**src/sv/bhcm_pkg.sv**
```systemverilog
// ----------------------------------------------------------------------------
// bhcm_pkg: shared types and constants of the breakpoint heat colormap
// Fraction format, divider sizing, register map and segment codes.
// ----------------------------------------------------------------------------
package bhcm_pkg;

    // Q0.FRAC_W fractions; ONE needs one bit more
    localparam int FRAC_W = 16;
    localparam int ONE_W  = FRAC_W + 1;
    localparam int QUO_W  = 8;
    // num * 255 fits in ONE_W + QUO_W bits
    localparam int REM_W  = ONE_W + QUO_W;

    localparam logic [ONE_W-1:0] ONE  = {1'b1, {FRAC_W{1'b0}}};
    localparam logic [QUO_W-1:0] QMAX = '1;

    // APB register map
    localparam int ADDR_W = 4;
    localparam int DATA_W = 32;
    localparam logic [1:0] REG_LOW  = 2'd0;
    localparam logic [1:0] REG_MID  = 2'd1;
    localparam logic [1:0] REG_HIGH = 2'd2;

    localparam logic [FRAC_W-1:0] LOW_RST  = FRAC_W'(655);
    localparam logic [FRAC_W-1:0] MID_RST  = FRAC_W'(3277);
    localparam logic [FRAC_W-1:0] HIGH_RST = FRAC_W'(9830);

    // pipeline depth from accepted start to result strobe
    localparam int LATENCY = QUO_W + 3;

    typedef struct packed {
        logic [FRAC_W-1:0] low;
        logic [FRAC_W-1:0] mid;
        logic [FRAC_W-1:0] high;
    } t_breaks;

    typedef enum logic [1:0] {
        SEG_HOT,
        SEG_WARM,
        SEG_COOL,
        SEG_COLD
    } t_seg;

    typedef struct packed {
        t_seg             seg;
        logic [ONE_W-1:0] den;
        logic [REM_W-1:0] rem;
        logic [QUO_W-1:0] quo;
    } t_div_data;

endpackage

```
**src/sv/bhcm_regs.sv**
```systemverilog
// ----------------------------------------------------------------------------
// bhcm_regs: breakpoint register file
// APB write/read of the low, mid and high breakpoints.
// ----------------------------------------------------------------------------
module bhcm_regs
    import bhcm_pkg::*;
(
    input  logic              i_clk,
    input  logic              i_rst_n,
    input  logic              psel,
    input  logic              penable,
    input  logic              pwrite,
    input  logic [ADDR_W-1:0] paddr,
    input  logic [DATA_W-1:0] pwdata,
    output logic [DATA_W-1:0] prdata,
    output logic              pready,
    output t_breaks           o_breaks
);

    t_breaks    r_breaks;
    t_breaks    n_breaks;
    logic       wr_en;
    logic [1:0] idx;

    assign pready = 1'b1;
    assign wr_en  = psel & penable & pwrite;
    assign idx    = paddr[3:2];

    always_comb begin
        n_breaks = r_breaks;
        if (wr_en) begin
            unique case (idx)
                REG_LOW:  n_breaks.low  = pwdata[FRAC_W-1:0];
                REG_MID:  n_breaks.mid  = pwdata[FRAC_W-1:0];
                REG_HIGH: n_breaks.high = pwdata[FRAC_W-1:0];
                default:  n_breaks = r_breaks;
            endcase
        end
    end

    always_ff @(posedge i_clk) begin
        if (!i_rst_n) begin
            r_breaks.low  <= LOW_RST;
            r_breaks.mid  <= MID_RST;
            r_breaks.high <= HIGH_RST;
        end else begin
            r_breaks <= n_breaks;
        end
    end

    always_comb begin
        unique case (idx)
            REG_LOW:  prdata = DATA_W'(r_breaks.low);
            REG_MID:  prdata = DATA_W'(r_breaks.mid);
            REG_HIGH: prdata = DATA_W'(r_breaks.high);
            default:  prdata = '0;
        endcase
    end

    assign o_breaks = r_breaks;

endmodule

```
**src/sv/bhcm_select.sv**
```systemverilog
// ----------------------------------------------------------------------------
// bhcm_select: segment select and dividend scaling
// Stage 1 picks the segment and its num/den; stage 2 forms num*255.
// ----------------------------------------------------------------------------
module bhcm_select
    import bhcm_pkg::*;
(
    input  logic              i_clk,
    input  logic              i_rst_n,
    input  logic              i_valid,
    input  logic [FRAC_W-1:0] i_magnitude,
    input  t_breaks           i_breaks,
    output logic              o_valid,
    output t_div_data         o_data
);

    logic             r_a_valid;
    t_seg             r_a_seg;
    logic [ONE_W-1:0] r_a_num;
    logic [ONE_W-1:0] r_a_den;

    t_seg             n_a_seg;
    logic [ONE_W-1:0] n_a_num;
    logic [ONE_W-1:0] n_a_den;
    logic [ONE_W-1:0] m;
    logic [ONE_W-1:0] k1;
    logic [ONE_W-1:0] k2;
    logic [ONE_W-1:0] k3;

    logic             r_b_valid;
    t_div_data        r_b_data;

    assign m  = ONE_W'(i_magnitude);
    assign k1 = ONE_W'(i_breaks.low);
    assign k2 = ONE_W'(i_breaks.mid);
    assign k3 = ONE_W'(i_breaks.high);

    always_comb begin
        if (m > k3) begin
            n_a_seg = SEG_HOT;
            n_a_num = ONE - m;
            n_a_den = ONE - k3;
        end else if (m > k2) begin
            n_a_seg = SEG_WARM;
            n_a_num = m - k2;
            n_a_den = k3 - k2;
        end else if (m > k1) begin
            n_a_seg = SEG_COOL;
            n_a_num = m - k1;
            n_a_den = k2 - k1;
        end else begin
            n_a_seg = SEG_COLD;
            // zero low breakpoint: limit is full scale (white)
            if (k1 == '0) begin
                n_a_num = ONE_W'(1);
                n_a_den = ONE_W'(1);
            end else begin
                n_a_num = k1 - m;
                n_a_den = k1;
            end
        end
    end

    always_ff @(posedge i_clk) begin
        if (!i_rst_n) begin
            r_a_valid <= 1'b0;
            r_b_valid <= 1'b0;
        end else begin
            r_a_valid <= i_valid;
            r_b_valid <= r_a_valid;
        end
    end

    always_ff @(posedge i_clk) begin
        r_a_seg       <= n_a_seg;
        r_a_num       <= n_a_num;
        r_a_den       <= n_a_den;
        r_b_data.seg  <= r_a_seg;
        r_b_data.den  <= r_a_den;
        // num * 255 = num * 256 - num
        r_b_data.rem  <= {r_a_num, {QUO_W{1'b0}}} - REM_W'(r_a_num);
        r_b_data.quo  <= '0;
    end

    assign o_valid = r_b_valid;
    assign o_data  = r_b_data;

    // num never exceeds den, so the quotient stays within 0..255
    a_num_le_den: assert property (@(posedge i_clk) disable iff (!i_rst_n)
        r_a_valid |-> (r_a_num <= r_a_den) && (r_a_den != '0))
        else $error("bhcm_select: num/den out of range");

endmodule

```
**src/sv/bhcm_div.sv**
```systemverilog
// ----------------------------------------------------------------------------
// bhcm_div: pipelined restoring divider
// One quotient bit per stage, MSB first, QUO_W stages.
// ----------------------------------------------------------------------------
module bhcm_div
    import bhcm_pkg::*;
(
    input  logic      i_clk,
    input  logic      i_rst_n,
    input  logic      i_valid,
    input  t_div_data i_data,
    output logic      o_valid,
    output t_div_data o_data
);

    logic      r_vld [1:QUO_W];
    t_div_data r_stg [1:QUO_W];

    for (genvar k = 1; k <= QUO_W; k++) begin : g_stage
        localparam int B = QUO_W - k;

        logic             src_vld;
        t_div_data        src;
        t_div_data        n_stg;
        logic [REM_W-1:0] shifted;
        logic [REM_W:0]   trial;

        if (k == 1) begin : g_first
            assign src_vld = i_valid;
            assign src     = i_data;
        end else begin : g_next
            assign src_vld = r_vld[k-1];
            assign src     = r_stg[k-1];
        end

        assign shifted = REM_W'(src.den) << B;
        assign trial   = {1'b0, src.rem} - {1'b0, shifted};

        always_comb begin
            n_stg = src;
            if (!trial[REM_W]) begin
                n_stg.rem    = trial[REM_W-1:0];
                n_stg.quo[B] = 1'b1;
            end
        end

        always_ff @(posedge i_clk) begin
            if (!i_rst_n) begin
                r_vld[k] <= 1'b0;
            end else begin
                r_vld[k] <= src_vld;
            end
        end

        always_ff @(posedge i_clk) begin
            r_stg[k] <= n_stg;
        end
    end

    assign o_valid = r_vld[QUO_W];
    assign o_data  = r_stg[QUO_W];

    // after the last bit the remainder is below the divisor
    a_rem_done: assert property (@(posedge i_clk) disable iff (!i_rst_n)
        r_vld[QUO_W] |-> (r_stg[QUO_W].rem < REM_W'(r_stg[QUO_W].den)))
        else $error("bhcm_div: remainder not reduced");

    a_vld_flow: assert property (@(posedge i_clk) disable iff (!i_rst_n)
        i_valid |-> ##QUO_W r_vld[QUO_W])
        else $error("bhcm_div: valid lost in pipe");

endmodule

```
**src/sv/breakpoint_heat_colormap_unit.sv**
```systemverilog
// ----------------------------------------------------------------------------
// breakpoint_heat_colormap_unit: Q0.16 magnitude to RGB heat colormap
// Throughput: one item per cycle; busy is never asserted.
// Depth set by the 8-stage divider (one quotient bit per stage) plus
// segment select, dividend scaling and color output registers.
// Reset (i_rst_n, synchronous, active low) flushes all in-flight items
// and restores the default breakpoints 655 / 3277 / 9830.
// ----------------------------------------------------------------------------
module breakpoint_heat_colormap_unit
    import bhcm_pkg::*;
(
    input  logic              i_clk,
    input  logic              i_rst_n,
    // item interface
    input  logic              start,
    output logic              busy,
    input  logic [FRAC_W-1:0] i_magnitude,
    output logic              o_valid,
    output logic [QUO_W-1:0]  o_red,
    output logic [QUO_W-1:0]  o_green,
    output logic [QUO_W-1:0]  o_blue,
    // APB config port
    input  logic              psel,
    input  logic              penable,
    input  logic              pwrite,
    input  logic [ADDR_W-1:0] paddr,
    input  logic [DATA_W-1:0] pwdata,
    output logic [DATA_W-1:0] prdata,
    output logic              pready
);

    t_breaks          breaks;
    logic             sel_valid;
    t_div_data        sel_data;
    logic             div_valid;
    t_div_data        div_data;

    logic             r_valid;
    logic [QUO_W-1:0] r_red;
    logic [QUO_W-1:0] r_green;
    logic [QUO_W-1:0] r_blue;
    logic [QUO_W-1:0] n_red;
    logic [QUO_W-1:0] n_green;
    logic [QUO_W-1:0] n_blue;
    logic [QUO_W-1:0] t;

    // no back-pressure anywhere: a transfer is taken every cycle
    assign busy = 1'b0;

    bhcm_regs u_regs (
        .i_clk    (i_clk),
        .i_rst_n  (i_rst_n),
        .psel     (psel),
        .penable  (penable),
        .pwrite   (pwrite),
        .paddr    (paddr),
        .pwdata   (pwdata),
        .prdata   (prdata),
        .pready   (pready),
        .o_breaks (breaks)
    );

    // stages 1-2: segment pick, num/den, num*255
    bhcm_select u_select (
        .i_clk       (i_clk),
        .i_rst_n     (i_rst_n),
        .i_valid     (start & ~busy),
        .i_magnitude (i_magnitude),
        .i_breaks    (breaks),
        .o_valid     (sel_valid),
        .o_data      (sel_data)
    );

    // stages 3-10: t = num*255/den, truncated
    bhcm_div u_div (
        .i_clk   (i_clk),
        .i_rst_n (i_rst_n),
        .i_valid (sel_valid),
        .i_data  (sel_data),
        .o_valid (div_valid),
        .o_data  (div_data)
    );

    // stage 11: map t onto the channels of its segment
    assign t = div_data.quo;

    always_comb begin
        case (div_data.seg)
            SEG_HOT: begin
                n_red   = t;
                n_green = '0;
                n_blue  = '0;
            end
            SEG_WARM: begin
                n_red   = t;
                n_green = QMAX - t;
                n_blue  = '0;
            end
            SEG_COOL: begin
                n_red   = '0;
                n_green = t;
                n_blue  = QMAX - t;
            end
            default: begin   // cold: white fading to blue
                n_red   = t;
                n_green = t;
                n_blue  = QMAX;
            end
        endcase
    end

    always_ff @(posedge i_clk) begin
        if (!i_rst_n) begin
            r_valid <= 1'b0;
        end else begin
            r_valid <= div_valid;
        end
    end

    always_ff @(posedge i_clk) begin
        r_red   <= n_red;
        r_green <= n_green;
        r_blue  <= n_blue;
    end

    assign o_valid = r_valid;
    assign o_red   = r_red;
    assign o_green = r_green;
    assign o_blue  = r_blue;

    // every result comes from an earlier start transfer
    a_no_spurious: assert property (@(posedge i_clk) disable iff (!i_rst_n)
        o_valid |-> $past(start, LATENCY))
        else $error("heat colormap: result without a transfer");

    a_no_drop: assert property (@(posedge i_clk) disable iff (!i_rst_n)
        start |-> ##LATENCY o_valid)
        else $error("heat colormap: transfer lost");

    // full blue only in cold or cool-at-zero: red and green match then
    a_blue_full: assert property (@(posedge i_clk) disable iff (!i_rst_n)
        (o_valid && (o_blue == QMAX)) |-> (o_red == o_green))
        else $error("heat colormap: bad color at full blue");

endmodule
```
**config.mk**
```make
export PLATFORM = sky130hd
export DESIGN_NAME = breakpoint_heat_colormap_unit
export DESIGN_NICKNAME = d
export VERILOG_FILES = /design/src/sv/bhcm_pkg.sv /design/src/sv/bhcm_regs.sv /design/src/sv/bhcm_select.sv /design/src/sv/bhcm_div.sv /design/src/sv/breakpoint_heat_colormap_unit.sv
export SDC_FILE = /design/constraint.sdc
export NUM_CORES = 1
export LEC_CHECK = 0
export ABC_CLOCK_PERIOD_IN_PS = 3800
export BUFFER_PORTS_ARGS = -buffer_cell sky130_fd_sc_hd__buf_4
export CAP_MARGIN = 15
export CORE_ASPECT_RATIO = 1.4
export CORE_MARGIN = 2
export CORE_UTILIZATION = 45
export DETAILED_ROUTE_END_ITERATION = 10
export GPL_TIMING_DRIVEN = 0
export SYNTH_ARGS = -nofsm -noshare
export SYNTH_HDL_FRONTEND = slang
export SYNTH_SLANG_ARGS = --single-unit
```
**constraint.sdc**
```tcl
create_clock -name i_clk -period 3.8 [get_ports i_clk]
set_clock_uncertainty 0.05 [all_clocks]
set_input_delay 0.57 -clock i_clk [delete_from_list [all_inputs] [get_ports i_clk]]
set_output_delay 0.57 -clock i_clk [all_outputs]
set_load 0.01 [all_outputs]
```
==> impl_metrics.toml, run 1 <==
[synth]
yosys-top-cells-area = "dfxtp_1 39%, ha_1 12%, xnor2_1 3.9%"
synth_edf_count = 0
synth_cell_type_count = 99
synth-main-ff-cell = "dfxtp_1"
synthXorXnorAreaFrac = 0.0587
yosysSeqAreaShare = 0.390
muxShareOfSynthArea = 0.0410
syn_area_mm2 = 0.0261
synth_compound_area_frac = 0.185
yosysMostFrequentCell = "dfxtp_1"
synthAdderAreaFrac = 0.126
yosysTopAreaCell = "dfxtp_1"
syn_inst = 2893
synth-simple-area-share = 0.143
synth_top_family_by_area = "compound AO/OA/AOI/OAI gates"
yosys_warnings = 0
synth_top_area_share = 0.390
ys_ff_latch = 509
synthTopCellsByCount = "509 x dfxtp_1, 259 x inv_1, 250 x nand2_1"
syn_avg_cell_area_um2 = 9.03
async_flop_share = 0

[critical_path]
cpPeakStageDelay_ps = 720
cp-start-kind = "register"
crit_chain = "inv_1 -> ha_1 -> nand4_1 -> or4_1 -> o21ai_2 -> clkbuf_1 -> o311ai_0 -> o21ai_0"
worstSetupStartpoint = "u_regs.o_breaks[12]"
critPathKind = "register to register"
crit_path_end_kind = "register"
rrSetupSlack_ps = -4
cp_max_fo = 10
rr_startpoint = "u_regs.o_breaks[12]"
slowest_stage = "clkbuf_1"
required_ps = 4260
cp-endpoint = "u_select.r_a_den[4]"
crit_arrival_ps = 4260
reg2reg_depth = 8
r2r_end = "u_select.r_a_den[4]"

[timing]
rsz0062_at_grt = "no"
setup_ws_ps = -4.15
slew_violations = 0
fin_crit_sh = 1.00
slew_headroom = 0.348
fin_crit_ps = 3800
finalHoldWorstSlack_ps = 125
tightest_slew_ps = 969
hold_viol = 0
max_freq_mhz = 263
final-setup-viol-count = 1

[floorplanning]
dieArea_mm2 = 0.0600
num_rows = 104
io_pins = 117
design.core.area_mm2 = 0.0574
fp.dieW_um = 208
start_util = 0.455
die_h_um = 289

[worst_hold_path]
hold_path.class = "input pin to register"

[drt]
num_vias = 21000
drt_drc_violations_left = 0
dr.first_iter.drc_count = 881
dr.pass1.iters = 5
wl_per_cell_um = 19.6
wirelength_um = 74900
vias_per_cell = 5.49
ant_nets = 0

[finish]
finalNonFillerCells = 3824
diodes = 0
fin_area_mm2 = 0.0296
drive_gt1_frac = 0.107
layout.nets = 3357
area_delta_synth_final_pct = 13.2

[outcome]
violations = "setup timing"
status = "finished, violations left"

[place]
dp_hpwl_um = 60500
placed_cell_area_mm2 = 0.0277
gp_congestion = 0.954
port_buffers = 79
dp_cells = 3731
pre_cts_slack_ps = -840

[clock_tree]
clock_path_buffers = 3
cts_tree = "built"
clkSlewWorstSetupHoldPaths_ps = 70
cts_num_sinks = 509
cts_max_level = 2
insertion_delay_ps = 630
ctsHoldBuffers = 0
cts-root-buf = "clkbuf_16"
cts_inserted_buffers = 51

[global_route]
grt_max_degree = 16
antenna_found_initial = 0
grt_first_pass_wirelength_um = 115000
grt-ovfl-total = 0
grt_pass1_vias = 22300
grtUsageTotal = 0.245

[pwr]
leakage_nw = 13.0
powerDensity_mw_per_mm2 = 741
irDropWorstVdd_mv = 0.426

[run]
cap_violations = 0
-- stage by stage --
| stage | power [mW] | TNS (ps) | util |
|---|---|---|---|
| 5_1_grt | 23.4 | 0 | 0.515 |
| 2_1_floorplan | 14.5 | 0 | - |
| 3_3_place_gp | 16.4 | -20050 | 0.483 |
| 6_report | 21.9 | -4.15 | 0.515 |
| 3_5_place_dp | 16.7 | -18790 | 0.483 |
| 4_1_cts | 22.0 | 0 | 0.515 |
-- flip-flops by register name, summed over array words and instances, names as in the netlist, 2 cells and up --
signal	cells
u_select.r_a_den	17
o_blue	8
u_select.o_data	44
o_red	8
u_select.r_a_num	17
u_div.r_stg	346
u_div.r_vld	8
o_green	8
u_regs.o_breaks	48
u_select.r_a_seg	2
-- worst min path at each step --
stage / from / end / slack [ps] / cells past startpoint
2_1_floorplan: u_select.o_data[50] / u_div.r_stg[0][102] / 260 / 0
3_3_place_gp: u_div.r_stg[0][318] / u_div.r_stg[0][370] / 260 / 0
3_5_place_dp: u_div.r_stg[0][215] / u_div.r_stg[0][267] / 260 / 0
4_1_cts: start / u_select.r_a_valid / 90 / 2
5_1_grt: start / u_select.r_a_valid / 120 / 2
6_report: start / u_select.r_a_valid / 120 / 2
-- report_power, final --
group	switching [mW]	leakage (nW)	internal, mW	total, mW
sequential	0.696	4.24	6.82	7.52
clock	2.22	0.842	3.04	5.25
combinational	4.89	7.90	4.25	9.14
-- metal layers --
layer	global-route usage	part of all wire	vias up
li1	-	-	10400
met1	0.195	0.32	9792
met3	0.0309	0.032	289
met4	0.218	0.095	0
met2	0.510	0.56	530
met5	0	0	-
-- layout make-up --
type | count | area, um2
well taps | 742 | 928
fillers | 5288 | 27800
plain buffers | 91 | 500
clock buffers | 68 | 1400
multi-input cells | 2048 | 14600
clock inverters | 23 | 357
repair buffers | 84 | 631
inverters | 259 | 972
flip-flops and latches | 509 | 10200
-- worst max-delay path: cells and delay by family (launching register included) --
family | cells | cell delay, ps
DFF | 1 | 480
AOI/OAI and AO/OA | 3 | 1000
buffers and inverters | 2 | 870
and+or+nand+nor | 2 | 980
adders and majority gates | 1 | 300
-- timing repair --
item	CTS	global route
endpoints found under the setup margin	36	21
buffers inserted	4	0
pin swaps	2	0
gates resized for setup	15	6
-- cells in the final DEF (no fill, tap or decap), drive strengths merged, types with 15 or more instances in the layout --
cell type | synthesis | routed
a211oi | 35 | 35
a21boi | 41 | 41
a21o | 56 | 56
a21oi | 160 | 160
a31oi | 34 | 34
and2 | 33 | 33
buf | 51 | 133
clkbuf | 42 | 110
conb | 2 | 18
dfxtp | 509 | 509
ha | 243 | 243
inv | 259 | 264
mux2 | 61 | 61
mux2i | 33 | 33
nand2 | 250 | 250
nand2b | 44 | 44
nand3 | 54 | 54
nand4 | 18 | 18
nor2 | 184 | 184
nor2b | 35 | 35
nor3 | 61 | 61
nor4 | 15 | 15
o211ai | 37 | 37
o21a | 43 | 43
o21ai | 172 | 172
o31ai | 17 | 17
or2 | 15 | 15
or3 | 30 | 30
xnor2 | 117 | 117
xor2 | 58 | 58
-- kinds of logic after synthesis --
kind of cell,count (synthesis)
xor gates and xnor gates,175
buffers and inverters,352
adders and majority gates,255
AOI/OAI and AO/OA,727
other,2
muxes,94
and+or+nand+nor,779
DFF,509
No activity file was read; power rests on OpenSTA's default activity.
==> run 2, diff against run 1 <==
Settings changed: SYNTH_HIERARCHICAL set to 1.
==> run 2 against run 1 <==
The flow now finishes without violations. Worst hold slack got worse by 26 ps. Cell area rose by 5.6%. Synthesized cell count rose by 7.1%. Sequential share of layout area fell by 0.051 points. Sequential power rose by 5.6%. Clock power rose by 7.0%. Count of clock-buffer cells in the layout did not move. Fmax rose by 1.9%. Die area rose by 5.4%. Critical endpoint is now u_select/r_a_num[15].
==> impl_metrics.toml, run 2 <==
[floorplanning]
io_pins = 117
start_util = 0.453
num_rows = 107
dieArea_mm2 = 0.0633
die_h_um = 297
design.core.area_mm2 = 0.0608
fp.dieW_um = 213

[timing]
slew_violations = 0
slew_headroom = 0.274
final-setup-viol-count = 0
hold_viol = 0
max_freq_mhz = 268
tightest_slew_ps = 1080
fin_crit_sh = 0.982
fin_crit_ps = 3730
rsz0062_at_grt = "no"
finalHoldWorstSlack_ps = 98.9

[pwr]
irDropWorstVdd_mv = 0.429
pwr-share-clk = 0.240
p_comb_frac = 0.420
swShare = 0.378
powerDensity_mw_per_mm2 = 749
p_int_mw = 14.5
seq_power_share = 0.340
leakage_nw = 14.0
power_switching_mw = 8.85

[critical_path]
path_delay_family = "compound AO/OA/AOI/OAI gates"
cp-endpoint = "u_select/r_a_num[15]"
slowest_stage = "o41ai_1"
critPathKind = "register to register"
path_depth = 9
crit_path_end_kind = "register"
worstSetupStartpoint = "u_regs/o_breaks[35]"
rrSetupSlack_ps = 70
crit_arrival_ps = 4130
r2r_end = "u_select/r_a_num[15]"
cpPeakStageDelay_ps = 840
crit_chain = "inv_1 -> ha_1 -> a21o_1 -> o21ai_1 -> a31oi_1 -> o41ai_1 -> o21ai_0 -> o221a_2 -> o31ai_1"
required_ps = 4200
rr_startpoint = "u_regs/o_breaks[35]"
cp_max_fo = 6
worst-path-buf-inv = 1
cp-start-kind = "register"
reg2reg_depth = 9

[drt]
wl_per_cell_um = 20.3
dr.first_iter.drc_count = 1245
vias_per_cell = 5.53
ant_nets = 0
drt_drc_violations_left = 0
dr.pass1.iters = 8
num_vias = 22800
wirelength_um = 83400

[place]
gp_congestion = 1.05
dp_hpwl_um = 66800
port_buffers = 80
dp_cells = 4016

[synth]
syn_avg_cell_area_um2 = 8.90
syn_inst = 3097
yosys_warnings = 6
syn_area_mm2 = 0.0276

[outcome]
status = "finished, final reports clean"

[global_route]
grt_first_pass_wirelength_um = 127000
antenna_found_initial = 1
grt-ovfl-total = 0
grt_max_degree = 16
grt_pass1_vias = 23400
grtUsageTotal = 0.261

[worst_hold_path]
min_from = "start"
hold_path.class = "input pin to register"

[clock_tree]
clock_path_buffers = 3
ctsHoldBuffers = 0
cts_num_sinks = 537
cts_tree = "built"
cts_max_level = 2
post-cts-setup-buffer-count = 0
insertion_delay_ps = 620
cts_inserted_buffers = 53
clkSlewWorstSetupHoldPaths_ps = 60
cts-root-buf = "clkbuf_16"

[finish]
diodes = 0
finish.utilization = 0.514
final_common_cell = "dfxtp_1"
final_cell_mix = "537 x dfxtp_1, 279 x nand2_1, 269 x inv_1"
largest_register_ffs = 374
area_delta_synth_final_pct = 13.3
top_register = "u_div/r_stg"
layout.nets = 3567
finalNonFillerCells = 4115
drive_gt1_frac = 0.109

[run]
cap_violations = 0
==> run 2: layout make-up <==
| cell class | instances | area, um2 |
|---|---|---|
| fillers | 5793 | 29500 |
| inverters | 270 | 1010 |
| repair buffers | 80 | 601 |
| clock buffers | 68 | 1480 |
| well taps | 817 | 1020 |
| multi-input cells | 2190 | 15200 |
| clock inverters | 32 | 420 |
| plain buffers | 121 | 734 |
| flip-flops and latches | 537 | 10800 |
==> run 2: worst min path at each step <==
stage / endpoint / depth (start not counted)
finish: u_select/r_a_valid / 2
global route: u_select/r_a_valid / 2
CTS: u_select/r_a_valid / 2
detailed placement: u_div/r_stg[0][108] / 0
global placement: u_select/o_data[40] / 0
floorplan: u_div/r_stg[0][102] / 0
==> run 2: routing by layer <==
| layer | vias to the layer above | GRT usage | part of all wire |
|---|---|---|---|
| li1 | 11000 | - | - |
| met1 | 10700 | 0.234 | 0.33 |
| met2 | 716 | 0.509 | 0.54 |
| met3 | 327 | 0.0318 | 0.037 |
| met4 | 0 | 0.214 | 0.095 |
| met5 | - | 0 | 0 |
==> run 2: power groups by stage <==
stage	registers (mW)	clock network [mW]	logic, mW
floorplan	7.76	0	7.16
global route	8.09	6.00	10.8
finish	7.94	5.62	9.83
detailed placement	8.06	0	9.63
global placement	8.03	0	9.42
CTS	7.94	5.76	9.71
==> run 2: stage by stage <==
| stage | area (um2) | TNS, ps | setup slack (ps) | total power [mW] |
|---|---|---|---|---|
| detailed placement | 29300 | -8820 | -522 | 17.7 |
| global route | 31200 | 0 | 5.00 | 24.9 |
| finish | 31200 | 0 | 67.9 | 23.4 |
| global placement | 29300 | -10140 | -575 | 17.5 |
| floorplan | 27600 | 0 | 981 | 14.9 |
| CTS | 31200 | 0 | 16.5 | 23.4 |
==> run 2: repair_timing <==
| item | 4_1_cts | 5_1_grt |
|---|---|---|
| setup endpoints to repair | 36 | 33 |
| gates resized for setup | 12 | 12 |
| pin swaps | 0 | 1 |
